### src/rtl/npp_pkg.sv
package npp_pkg;

    localparam int IdW      = 32;
    localparam int CoordW   = 24;
    localparam int RadW     = 16;
    localparam int DiffW    = CoordW + 1;
    localparam int SqW      = 2 * DiffW;
    localparam int DistW    = SqW + 1;
    localparam int RadSqW   = 2 * RadW;
    localparam int CfgIdxW  = 4;
    localparam int CfgDataW = 32;

    typedef struct packed {
        logic [IdW-1:0]           entity_id;
        logic signed [CoordW-1:0] entity_x;
        logic signed [CoordW-1:0] entity_y;
        logic [RadW-1:0]          pick_radius;
        logic                     last_entity;
    } entity_t;

    typedef struct packed {
        logic [IdW-1:0] picked_id;
        logic           found;
    } pick_t;

    typedef enum logic [CfgIdxW-1:0] {
        REG_QUERY_X    = 4'd0,
        REG_QUERY_Y    = 4'd1,
        REG_MIN_RADIUS = 4'd2,
        REG_INVALID_ID = 4'd3
    } cfg_reg_t;

    typedef struct packed {
        logic signed [CoordW-1:0] query_x;
        logic signed [CoordW-1:0] query_y;
        logic [RadW-1:0]          min_radius;
        logic [IdW-1:0]           invalid_id;
    } cfg_t;

    typedef struct packed {
        logic [IdW-1:0]   id;
        logic [DistW-1:0] dist_sq;
        logic             hit;
        logic             last;
    } task_t;

endpackage

### src/rtl/npp_front.sv
module npp_front (
    input  logic             clk,
    input  logic             rst_n,
    input  logic             entity_valid,
    output logic             entity_ready,
    input  npp_pkg::entity_t entity,
    input  npp_pkg::cfg_t    cfg,
    output logic             push_valid,
    input  logic             push_ready,
    output npp_pkg::task_t   push_word
);
    import npp_pkg::*;

    logic                    advance;
    logic                    s1_valid_reg;
    logic signed [DiffW-1:0] s1_dx_reg;
    logic signed [DiffW-1:0] s1_dy_reg;
    logic [RadW-1:0]         s1_r_reg;
    logic [IdW-1:0]          s1_id_reg;
    logic                    s1_skip_reg;
    logic                    s1_last_reg;
    logic                    s2_valid_reg;
    logic [SqW-1:0]          s2_dxsq_reg;
    logic [SqW-1:0]          s2_dysq_reg;
    logic [RadSqW-1:0]       s2_rsq_reg;
    logic [IdW-1:0]          s2_id_reg;
    logic                    s2_skip_reg;
    logic                    s2_last_reg;
    logic signed [DiffW-1:0] dx_next;
    logic signed [DiffW-1:0] dy_next;
    logic [RadW-1:0]         r_next;
    logic signed [SqW-1:0]   dxsq_next;
    logic signed [SqW-1:0]   dysq_next;
    logic [DistW-1:0]        dist_sq;
    logic                    hit;

    assign dx_next   = DiffW'(entity.entity_x) - DiffW'(cfg.query_x);
    assign dy_next   = DiffW'(entity.entity_y) - DiffW'(cfg.query_y);
    assign r_next    = (entity.pick_radius > cfg.min_radius) ? entity.pick_radius
                                                             : cfg.min_radius;
    assign dxsq_next = s1_dx_reg * s1_dx_reg;
    assign dysq_next = s1_dy_reg * s1_dy_reg;

    assign dist_sq = {1'b0, s2_dxsq_reg} + {1'b0, s2_dysq_reg};
    assign hit     = !s2_skip_reg && (dist_sq <= {{(DistW-RadSqW){1'b0}}, s2_rsq_reg});

    assign push_valid = s2_valid_reg && (hit || s2_last_reg);
    assign push_word  = '{id: s2_id_reg, dist_sq: dist_sq, hit: hit, last: s2_last_reg};

    assign advance      = !(push_valid && !push_ready);
    assign entity_ready = advance;

    always_ff @(posedge clk or negedge rst_n)
    begin
        if (!rst_n)
        begin
            s1_valid_reg <= 1'b0;
            s2_valid_reg <= 1'b0;
        end
        else if (advance)
        begin
            s1_valid_reg <= entity_valid;
            s2_valid_reg <= s1_valid_reg;
        end
    end

    always_ff @(posedge clk)
    begin
        if (advance)
        begin
            s1_dx_reg   <= dx_next;
            s1_dy_reg   <= dy_next;
            s1_r_reg    <= r_next;
            s1_id_reg   <= entity.entity_id;
            s1_skip_reg <= (entity.entity_id == cfg.invalid_id);
            s1_last_reg <= entity.last_entity;
            s2_dxsq_reg <= SqW'(dxsq_next);
            s2_dysq_reg <= SqW'(dysq_next);
            s2_rsq_reg  <= s1_r_reg * s1_r_reg;
            s2_id_reg   <= s1_id_reg;
            s2_skip_reg <= s1_skip_reg;
            s2_last_reg <= s1_last_reg;
        end
    end

endmodule

### src/rtl/npp_queue.sv
module npp_queue #(
    parameter int DEPTH = 4
) (
    input  logic           clk,
    input  logic           rst_n,
    input  logic           push_valid,
    output logic           push_ready,
    input  npp_pkg::task_t push_word,
    output logic           pop_valid,
    input  logic           pop_ready,
    output npp_pkg::task_t pop_word
);
    import npp_pkg::*;

    localparam int PtrW = (DEPTH > 1) ? $clog2(DEPTH) : 1;
    localparam int CntW = $clog2(DEPTH + 1);

    task_t           slot_reg [DEPTH];
    logic [PtrW-1:0] wr_ptr_reg;
    logic [PtrW-1:0] rd_ptr_reg;
    logic [CntW-1:0] count_reg;
    logic            do_push;
    logic            do_pop;

    assign push_ready = (count_reg != CntW'(DEPTH));
    assign pop_valid  = (count_reg != '0);
    assign pop_word   = slot_reg[rd_ptr_reg];
    assign do_push    = push_valid && push_ready;
    assign do_pop     = pop_valid && pop_ready;

    always_ff @(posedge clk or negedge rst_n)
    begin
        if (!rst_n)
        begin
            wr_ptr_reg <= '0;
            rd_ptr_reg <= '0;
            count_reg  <= '0;
        end
        else
        begin
            if (do_push)
            begin
                wr_ptr_reg <= (wr_ptr_reg == PtrW'(DEPTH - 1)) ? '0 : wr_ptr_reg + 1'b1;
            end
            if (do_pop)
            begin
                rd_ptr_reg <= (rd_ptr_reg == PtrW'(DEPTH - 1)) ? '0 : rd_ptr_reg + 1'b1;
            end
            if (do_push && !do_pop)
            begin
                count_reg <= count_reg + 1'b1;
            end
            else if (do_pop && !do_push)
            begin
                count_reg <= count_reg - 1'b1;
            end
        end
    end

    always_ff @(posedge clk)
    begin
        if (do_push)
        begin
            slot_reg[wr_ptr_reg] <= push_word;
        end
    end

endmodule

### src/rtl/npp_back.sv
module npp_back (
    input  logic           clk,
    input  logic           rst_n,
    input  logic           pop_valid,
    output logic           pop_ready,
    input  npp_pkg::task_t pop_word,
    input  logic [npp_pkg::IdW-1:0] invalid_id,
    output logic           pick_valid,
    input  logic           pick_ready,
    output npp_pkg::pick_t pick
);
    import npp_pkg::*;

    logic             have_best_reg;
    logic [IdW-1:0]   best_id_reg;
    logic [DistW-1:0] best_dist_reg;
    logic             out_valid_reg;
    pick_t            out_reg;
    logic             do_pop;
    logic             take;

    assign pop_ready  = !pop_word.last || !out_valid_reg || pick_ready;
    assign do_pop     = pop_valid && pop_ready;
    assign take       = pop_word.hit && (!have_best_reg || (pop_word.dist_sq < best_dist_reg));
    assign pick_valid = out_valid_reg;
    assign pick       = out_reg;

    always_ff @(posedge clk or negedge rst_n)
    begin
        if (!rst_n)
        begin
            have_best_reg <= 1'b0;
            out_valid_reg <= 1'b0;
        end
        else
        begin
            if (do_pop && pop_word.last)
            begin
                have_best_reg <= 1'b0;
                out_valid_reg <= 1'b1;
            end
            else
            begin
                if (do_pop && take)
                begin
                    have_best_reg <= 1'b1;
                end
                if (pick_ready)
                begin
                    out_valid_reg <= 1'b0;
                end
            end
        end
    end

    always_ff @(posedge clk)
    begin
        if (do_pop && take)
        begin
            best_id_reg   <= pop_word.id;
            best_dist_reg <= pop_word.dist_sq;
        end
        if (do_pop && pop_word.last)
        begin
            out_reg.found     <= take || have_best_reg;
            out_reg.picked_id <= take ? pop_word.id
                               : (have_best_reg ? best_id_reg : invalid_id);
        end
    end

endmodule

### src/rtl/nearest_point_pick.sv
// channel  | direction | handshake                  | word
// ---------+-----------+----------------------------+------------------------------
// entity   | in        | entity_valid / entity_ready | npp_pkg::entity_t
// pick     | out       | pick_valid / pick_ready     | npp_pkg::pick_t
// cfg      | in        | cfg_valid / cfg_ready       | cfg_index, cfg_data
//
// One entity word per cycle while entity_ready is high; a pick word leaves via the
// difference, square, queue and output registers. The only feedback is the 51-bit
// nearest-distance compare in the back end. Reset clears all control state and
// the query registers. A stalled pick output fills the queue, then drops entity_ready.
module nearest_point_pick #(
    parameter int QUEUE_DEPTH = 4
) (
    input  logic                         clk,
    input  logic                         rst_n,
    input  logic                         entity_valid,
    output logic                         entity_ready,
    input  npp_pkg::entity_t             entity,
    output logic                         pick_valid,
    input  logic                         pick_ready,
    output npp_pkg::pick_t               pick,
    input  logic                         cfg_valid,
    output logic                         cfg_ready,
    input  logic [npp_pkg::CfgIdxW-1:0]  cfg_index,
    input  logic [npp_pkg::CfgDataW-1:0] cfg_data
);
    import npp_pkg::*;

    cfg_t  cfg_reg;
    logic  push_valid;
    logic  push_ready;
    task_t push_word;
    logic  pop_valid;
    logic  pop_ready;
    task_t pop_word;

    assign cfg_ready = 1'b1;

    always_ff @(posedge clk or negedge rst_n)
    begin
        if (!rst_n)
        begin
            cfg_reg <= '0;
        end
        else if (cfg_valid)
        begin
            unique case (cfg_reg_t'(cfg_index))
                REG_QUERY_X:    cfg_reg.query_x    <= cfg_data[CoordW-1:0];
                REG_QUERY_Y:    cfg_reg.query_y    <= cfg_data[CoordW-1:0];
                REG_MIN_RADIUS: cfg_reg.min_radius <= cfg_data[RadW-1:0];
                REG_INVALID_ID: cfg_reg.invalid_id <= cfg_data[IdW-1:0];
                default:        cfg_reg            <= cfg_reg;
            endcase
        end
    end

    npp_front u_front (
        .clk          (clk),
        .rst_n        (rst_n),
        .entity_valid (entity_valid),
        .entity_ready (entity_ready),
        .entity       (entity),
        .cfg          (cfg_reg),
        .push_valid   (push_valid),
        .push_ready   (push_ready),
        .push_word    (push_word)
    );

    npp_queue #(
        .DEPTH (QUEUE_DEPTH)
    ) u_queue (
        .clk        (clk),
        .rst_n      (rst_n),
        .push_valid (push_valid),
        .push_ready (push_ready),
        .push_word  (push_word),
        .pop_valid  (pop_valid),
        .pop_ready  (pop_ready),
        .pop_word   (pop_word)
    );

    npp_back u_back (
        .clk        (clk),
        .rst_n      (rst_n),
        .pop_valid  (pop_valid),
        .pop_ready  (pop_ready),
        .pop_word   (pop_word),
        .invalid_id (cfg_reg.invalid_id),
        .pick_valid (pick_valid),
        .pick_ready (pick_ready),
        .pick       (pick)
    );

endmodule

### config.mk
export PLATFORM = sky130hd
export DESIGN_NAME = nearest_point_pick
export DESIGN_NICKNAME = d
export VERILOG_FILES = /design/src/rtl/npp_pkg.sv /design/src/rtl/npp_front.sv /design/src/rtl/npp_queue.sv /design/src/rtl/npp_back.sv /design/src/rtl/nearest_point_pick.sv
export SDC_FILE = /design/constraint.sdc
export NUM_CORES = 2
export LEC_CHECK = 0
export ABC_AREA = 1
export BUFFER_PORTS_ARGS = -buffer_cell sky130_fd_sc_hd__buf_2
export CAP_MARGIN = 20
export CORE_MARGIN = 4
export CORE_UTILIZATION = 45
export DETAILED_ROUTE_END_ITERATION = 7
export HOLD_SLACK_MARGIN = 0.05
export MAX_ROUTING_LAYER = met4
export PLACE_DENSITY = 0.69
export SETUP_SLACK_MARGIN = 0.3
export SLEW_MARGIN = 10
export SYNTH_ARGS = -nofsm -noshare
export SYNTH_HDL_FRONTEND = slang
export SYNTH_SLANG_ARGS = --single-unit
export TNS_END_PERCENT = 1
### constraint.sdc
create_clock -name clk -period 11.1 [get_ports clk]
set_input_delay 1.11 -clock clk [delete_from_list [all_inputs] [get_ports clk]]
set_output_delay 1.11 -clock clk [all_outputs]
set_load 0.01 [all_outputs]
Word level (Yosys, flattened, before mapping)

Memory sizes are Yosys's and may differ from the RTL's.
Cells that the tools add are included.

Reduce and logical (&&, ||, !) cells: 32
Add/subtract/negate cells: 7
Multiply operators: 3
Order comparisons: 3
Equality and inequality tests: 7
Multiplexer cells: 13

Operators by type and width:

| operator            | number |
|---|---|
| $mul 25x25->50      | 2 |
| $mux 32             | 2 |
| $add 50x50->51      | 1 |
| $le 51x32->1        | 1 |
| $lt 51x51->1        | 1 |
| $sub 24x24->25      | 2 |
| $eq 32x32->1        | 1 |
| $mul 16x16->32      | 1 |
| $gt 16x16->1        | 1 |
| $mux 16             | 1 |
| $logic_and 1x1->1   | 10 |
| $eq 4x2->1 const B  | 2 |
| $logic_not 1->1     | 8 |
| $reduce_and 2->1    | 4 |
| $mux 1              | 6 |
| $mux 3              | 2 |
| $reduce_bool 2->1   | 3 |
| $logic_or 1x1->1    | 5 |
| $add 2x1->2 const B | 2 |
| $eq 2x2->1 const B  | 2 |
| $eq 4x1->1 const B  | 1 |
| $logic_not 4->1     | 1 |
| $mux 2              | 2 |
| $add 3x1->3 const B | 1 |
| 3 further kinds     | 3 |

Input bits: 138
Output and inout bits: 36
Bits in registers: 489
Memories: 1
Word-level logic and storage cells: 93
Memory bits (writable): 340

Memories:

| name             | depth | width | read ports | clocked after memory_dff | wr ports | line            | RTL |
|---|---|---|---|---|---|---|---|
| u_queue.slot_reg | 4     | 85    | 1          | 0                        | 1        | npp_queue.sv:18 | `task_t slot_reg [DEPTH];` |

Depth between registers and ports, before layout

Depth after elaboration: 10
Gate-level depth with buffers: 32
Mapped depth without buffers: 32

Hierarchy

A second synthesis with hierarchy kept.

Cells, all modules: 9581
Area, all modules: 89219.3 um2

By module, submodules not included:

| module             | instances | sequential area each (um2) | cells an instance | area each (um2) |
|---|---|---|---|---|
| npp_front          | 1         | 7947.6                     | 7523              | 65341.4 |
| npp_queue          | 1         | 10385.0                    | 1051              | 14012.2 |
| npp_back           | 1         | 3533.4                     | 573               | 5878.1 |
| nearest_point_pick | 1         | 2402.3                     | 434               | 3987.6 |

Worst setup path before layout

OpenSTA, ideal clock, no wires.

Path type: register -> register
Start point: register u_front.s2_dysq_reg[6]
End point: register u_front.s1_dx_reg[0], enable pin
Buffers on the path: 0
Required time: 9.397 ns
Cell stages (with the launch flop): 24
Library setup time: 1.703 ns
Path slack: 3.034 ns
Clock period less this slack: 8.066 ns
Arrival: 6.363 ns
Cell sequence: edfxtp_1 -> ha_1 -> nand2_1 -> inv_1 -> nand2_1 -> nand3_1 -> nand2_1 -> nand2_1 -> nand2_1 -> nand2_1 -> a31oi_1 -> xnor2_1 -> ha_1 -> nand2_1 -> nor3_1 -> nand3_1 -> nor4_1 -> nand3_1 -> nor2_1 -> nand3b_1 -> nand2_1 -> nand2_1 -> nand2_4 -> nand3_2

RTL lines:

| what                     | line            | RTL |
|---|---|---|
| start: declaration       | npp_front.sv:24 | `logic [SqW-1:0] s2_dysq_reg;` |
| start signal: assignment | npp_front.sv:78 | `s2_dysq_reg <= SqW'(dysq_next);` |
| end signal: assignment   | npp_front.sv:71 | `s1_dx_reg <= dx_next;` |
| end: declaration         | npp_front.sv:16 | `logic signed [DiffW-1:0] s1_dx_reg;` |

==> flow_metrics.py <==
metrics = {
    "run_status": {
        "status": "finished clean",
    },
    "clock_tree": {
        "post_cts.repair.setup_buffers": 0,
        "clock_path_buffers": 3,
        "cts_made_buffers": 89,
        "insertion_delay_ps": 740,
        "cts_sinks": 826,
        "root_buffer": "clkbuf_16",
        "cts_hold_buf": 0,
        "cts-resized-gates": 0,
        "htreeDepth": 3,
        "cts_tree": "done",
        "clk_pin_slew_ps": 60,
    },
    "setup_path": {
        "r2r-end": "u_front.s2_dxsq_reg[47]",
        "cp-end-kind": "primary output",
        "cp-endpoint": "entity_ready",
        "worstSetupStartpointType": "flop",
        "regToRegStartpoint": "u_front.s1_dx_reg[24]",
        "rr_worst_depth": 19,
        "crit_type": "flop to primary output",
        "worstPathMaxFanout": 31,
        "required_ps": 9990,
        "ff2ff_setup_slack_ps": 3560,
        "startpoint": "u_front.s2_dxsq_reg[8]",
        "worstPathArrival_ps": 6670,
    },
    "timing": {
        "slew_headroom": 0.242,
        "finalCritPeriodShare": 0.701,
        "fin_tns_setup_ps": 0,
        "fin_skew_ps": 71.3,
        "holdWs_ps": 419,
        "rsz0062_at_grt": "false",
        "worstMarginPinSlew_ps": 1130,
        "fmax_mhz": 129,
        "hold_viol": 0,
        "timing.final.max_slew_violations": 0,
        "period_needed_ps": 7780,
        "setup_violations": 0,
    },
    "worst_hold_path": {
        "min_path_type": "flop to flop",
        "hold_depth": 0,
    },
    "global_routing": {
        "grt_max_degree": 83,
        "grt_usage": 0.241,
        "grt_overflow": 0,
        "grt_pass1_wl_mm": 362,
        "grt_pass1_vias": 65000,
        "antenna_found_initial": 26,
    },
    "cells_and_area": {
        "largest_reg_flops": 340,
        "syn2layout_area_growth_pct": 7.70,
        "seqCellArea_um2": 24300,
        "stdcell_area_um2": 94000,
        "fill_cells": 17500,
        "nets": 11400,
        "final_util": 0.488,
        "multi_input_comb_area_um2": 52500,
        "drive_gt1_frac": 0.0472,
    },
    "die": {
        "initial_core_util": 0.453,
        "die_w_um": 448,
        "chipHeight_um": 448,
        "num_io_pins": 174,
        "dieArea_um2": 201000,
        "rows": 161,
        "core-area_um2": 193000,
    },
    "synthesis": {
        "yosysSeqAreaShare": 0.278,
        "synth_edf_count": 719,
        "synth_common_cells": "inv_1 (2552), nand2_1 (1587), fa_1 (1380)",
        "async_flop_share": 0.130,
        "synth_flop_cell": "edfxtp_1",
        "synth.area.top_cells": "fa_1 (32%), edfxtp_1 (25%), inv_1 (11%)",
        "yosysUniqueCellTypes": 52,
        "synth_area_leader_cell": "fa_1",
        "syn-num-nets": 11400,
        "yosysWarnings": 0,
        "synth_cells": 9246,
        "syn_avg_cell_area_um2": 9.44,
        "synth_seq_cells": 826,
        "synthesis.area_um2": 87300,
        "yosysTopAreaCellShare": 0.316,
        "yosysMostFrequentCell": "inv_1",
    },
    "drt": {
        "wl_per_cell_um": 19.2,
        "avgViaCountPerCell": 5.12,
        "dr.pass1.iters": 6,
        "drt.antenna.violating_nets": 0,
        "via_count": 61100,
        "drc": 0,
        "drt_iter0_markers": 4676,
        "wirelength_mm": 230,
    },
    "placement": {
        "dp_hpwl_mm": 184,
        "placed_cell_area_um2": 90900,
        "place.gp.congestion": 0.991,
        "io_buffer_count": 172,
    },
    "run": {
        "maxCapViolCount": 0,
    },
}
[layout make-up]
type | count | share of cell area
antenna | 27 | 0.000719
clock buffer | 104 | 0.0247
clock inverter | 61 | 0.00725
inverter | 2556 | 0.102
multi-input combinational | 5591 | 0.558
sequential | 826 | 0.258
tap | 2526 | 0.0336
timing repair buffer | 248 | 0.0155
[layout by cell type, fill, tap and decap left out, types with 8 or more instances in the layout]
cell type / synthesis / layout
clkinv_1: 1 / 15
inv_1: 2552 / 2551
clkbuf_16: 0 / 89
a21oi_1: 326 / 326
buf_2: 1 / 171
nor4_1: 16 / 16
o211ai_1: 10 / 10
nand4_1: 47 / 47
clkbuf_1: 264 / 11
ha_1: 609 / 609
o21ai_0: 416 / 416
or2_2: 11 / 11
nor2_2: 9 / 9
nand3_1: 109 / 107
mux2_2: 8 / 8
o22ai_1: 89 / 89
a31oi_1: 43 / 43
buf_4: 1 / 76
nor3_1: 51 / 51
a221oi_1: 8 / 8
o21bai_1: 26 / 26
o21ai_1: 9 / 9
edfxtp_1: 719 / 719
o21a_1: 21 / 21
nand2_1: 1587 / 1587
clkinv_2: 0 / 20
xnor2_1: 99 / 99
o221ai_1: 12 / 12
nor2_1: 474 / 469
diode_2: 0 / 27
nand3b_1: 8 / 8
xor2_1: 175 / 175
fa_1: 1380 / 1380
dfrtp_1: 107 / 104
[metrics by stage]
| step | cells | setup WS, ps |
|---|---|---|
| finish | 11900 | 3320 |
| global route | 11900 | 2920 |
| CTS | 11900 | 3250 |
| detailed placement | 11700 | 3280 |
| global placement | 11700 | 3430 |
| floorplan | 9246 | 3030 |
[critical path, cell delays in order, from the launching register on]
cell and delay, ps:
edfxtp_1 460, ha_1 410, nand2_1 140, nor2_2 180, nand3_1 110, nand2_1 190, nand2_1 80, nand2_1 150
a21oi_1 110, xnor2_1 880, ha_1 240, nand2_1 90, nor4_1 260, nand3_1 110, nor4_1 770, nand3_1 130
nor2_1 160, nand3b_1 90, nand2_1 130, nand2_1 190, nand2_4 160, nand3_4 540, buf_2 390
[cell families after synthesis]
logic type      synth area share
xor+xnor                  0.0275
simple gates               0.106
fa+ha+maj                  0.404
buf+inv                    0.122
compound gates            0.0624
flops                      0.278
other cells            0.0000429
mux                      0.00103
[worst min path at each step]
| stage | from | end |
|---|---|---|
| after floorplan | u_front.s1_id_reg[0] | u_front.s2_id_reg[0] |
| after global placement | u_front.s1_id_reg[19] | u_front.s2_id_reg[19] |
| after detailed placement | u_front.s1_id_reg[10] | u_front.s2_id_reg[10] |
| after CTS | u_front.s1_id_reg[10] | u_front.s2_id_reg[10] |
| after global routing | u_front.s1_id_reg[1] | u_front.s2_id_reg[1] |
| final | u_front.s1_id_reg[10] | u_front.s2_id_reg[10] |
[routing by layer]
layer	wire, um	part of all wire	track usage	vias to the layer above
met1	92800	0.40	0.305	30700
met5	0	0	-	-
met3	16000	0.070	0.0372	397
met4	12200	0.053	0.108	0
li1	-	-	-	28100
met2	109000	0.47	0.385	1941
Power is not shown: default switching activity piles up to over one toggle a cycle in this logic, so the estimate is an artifact.
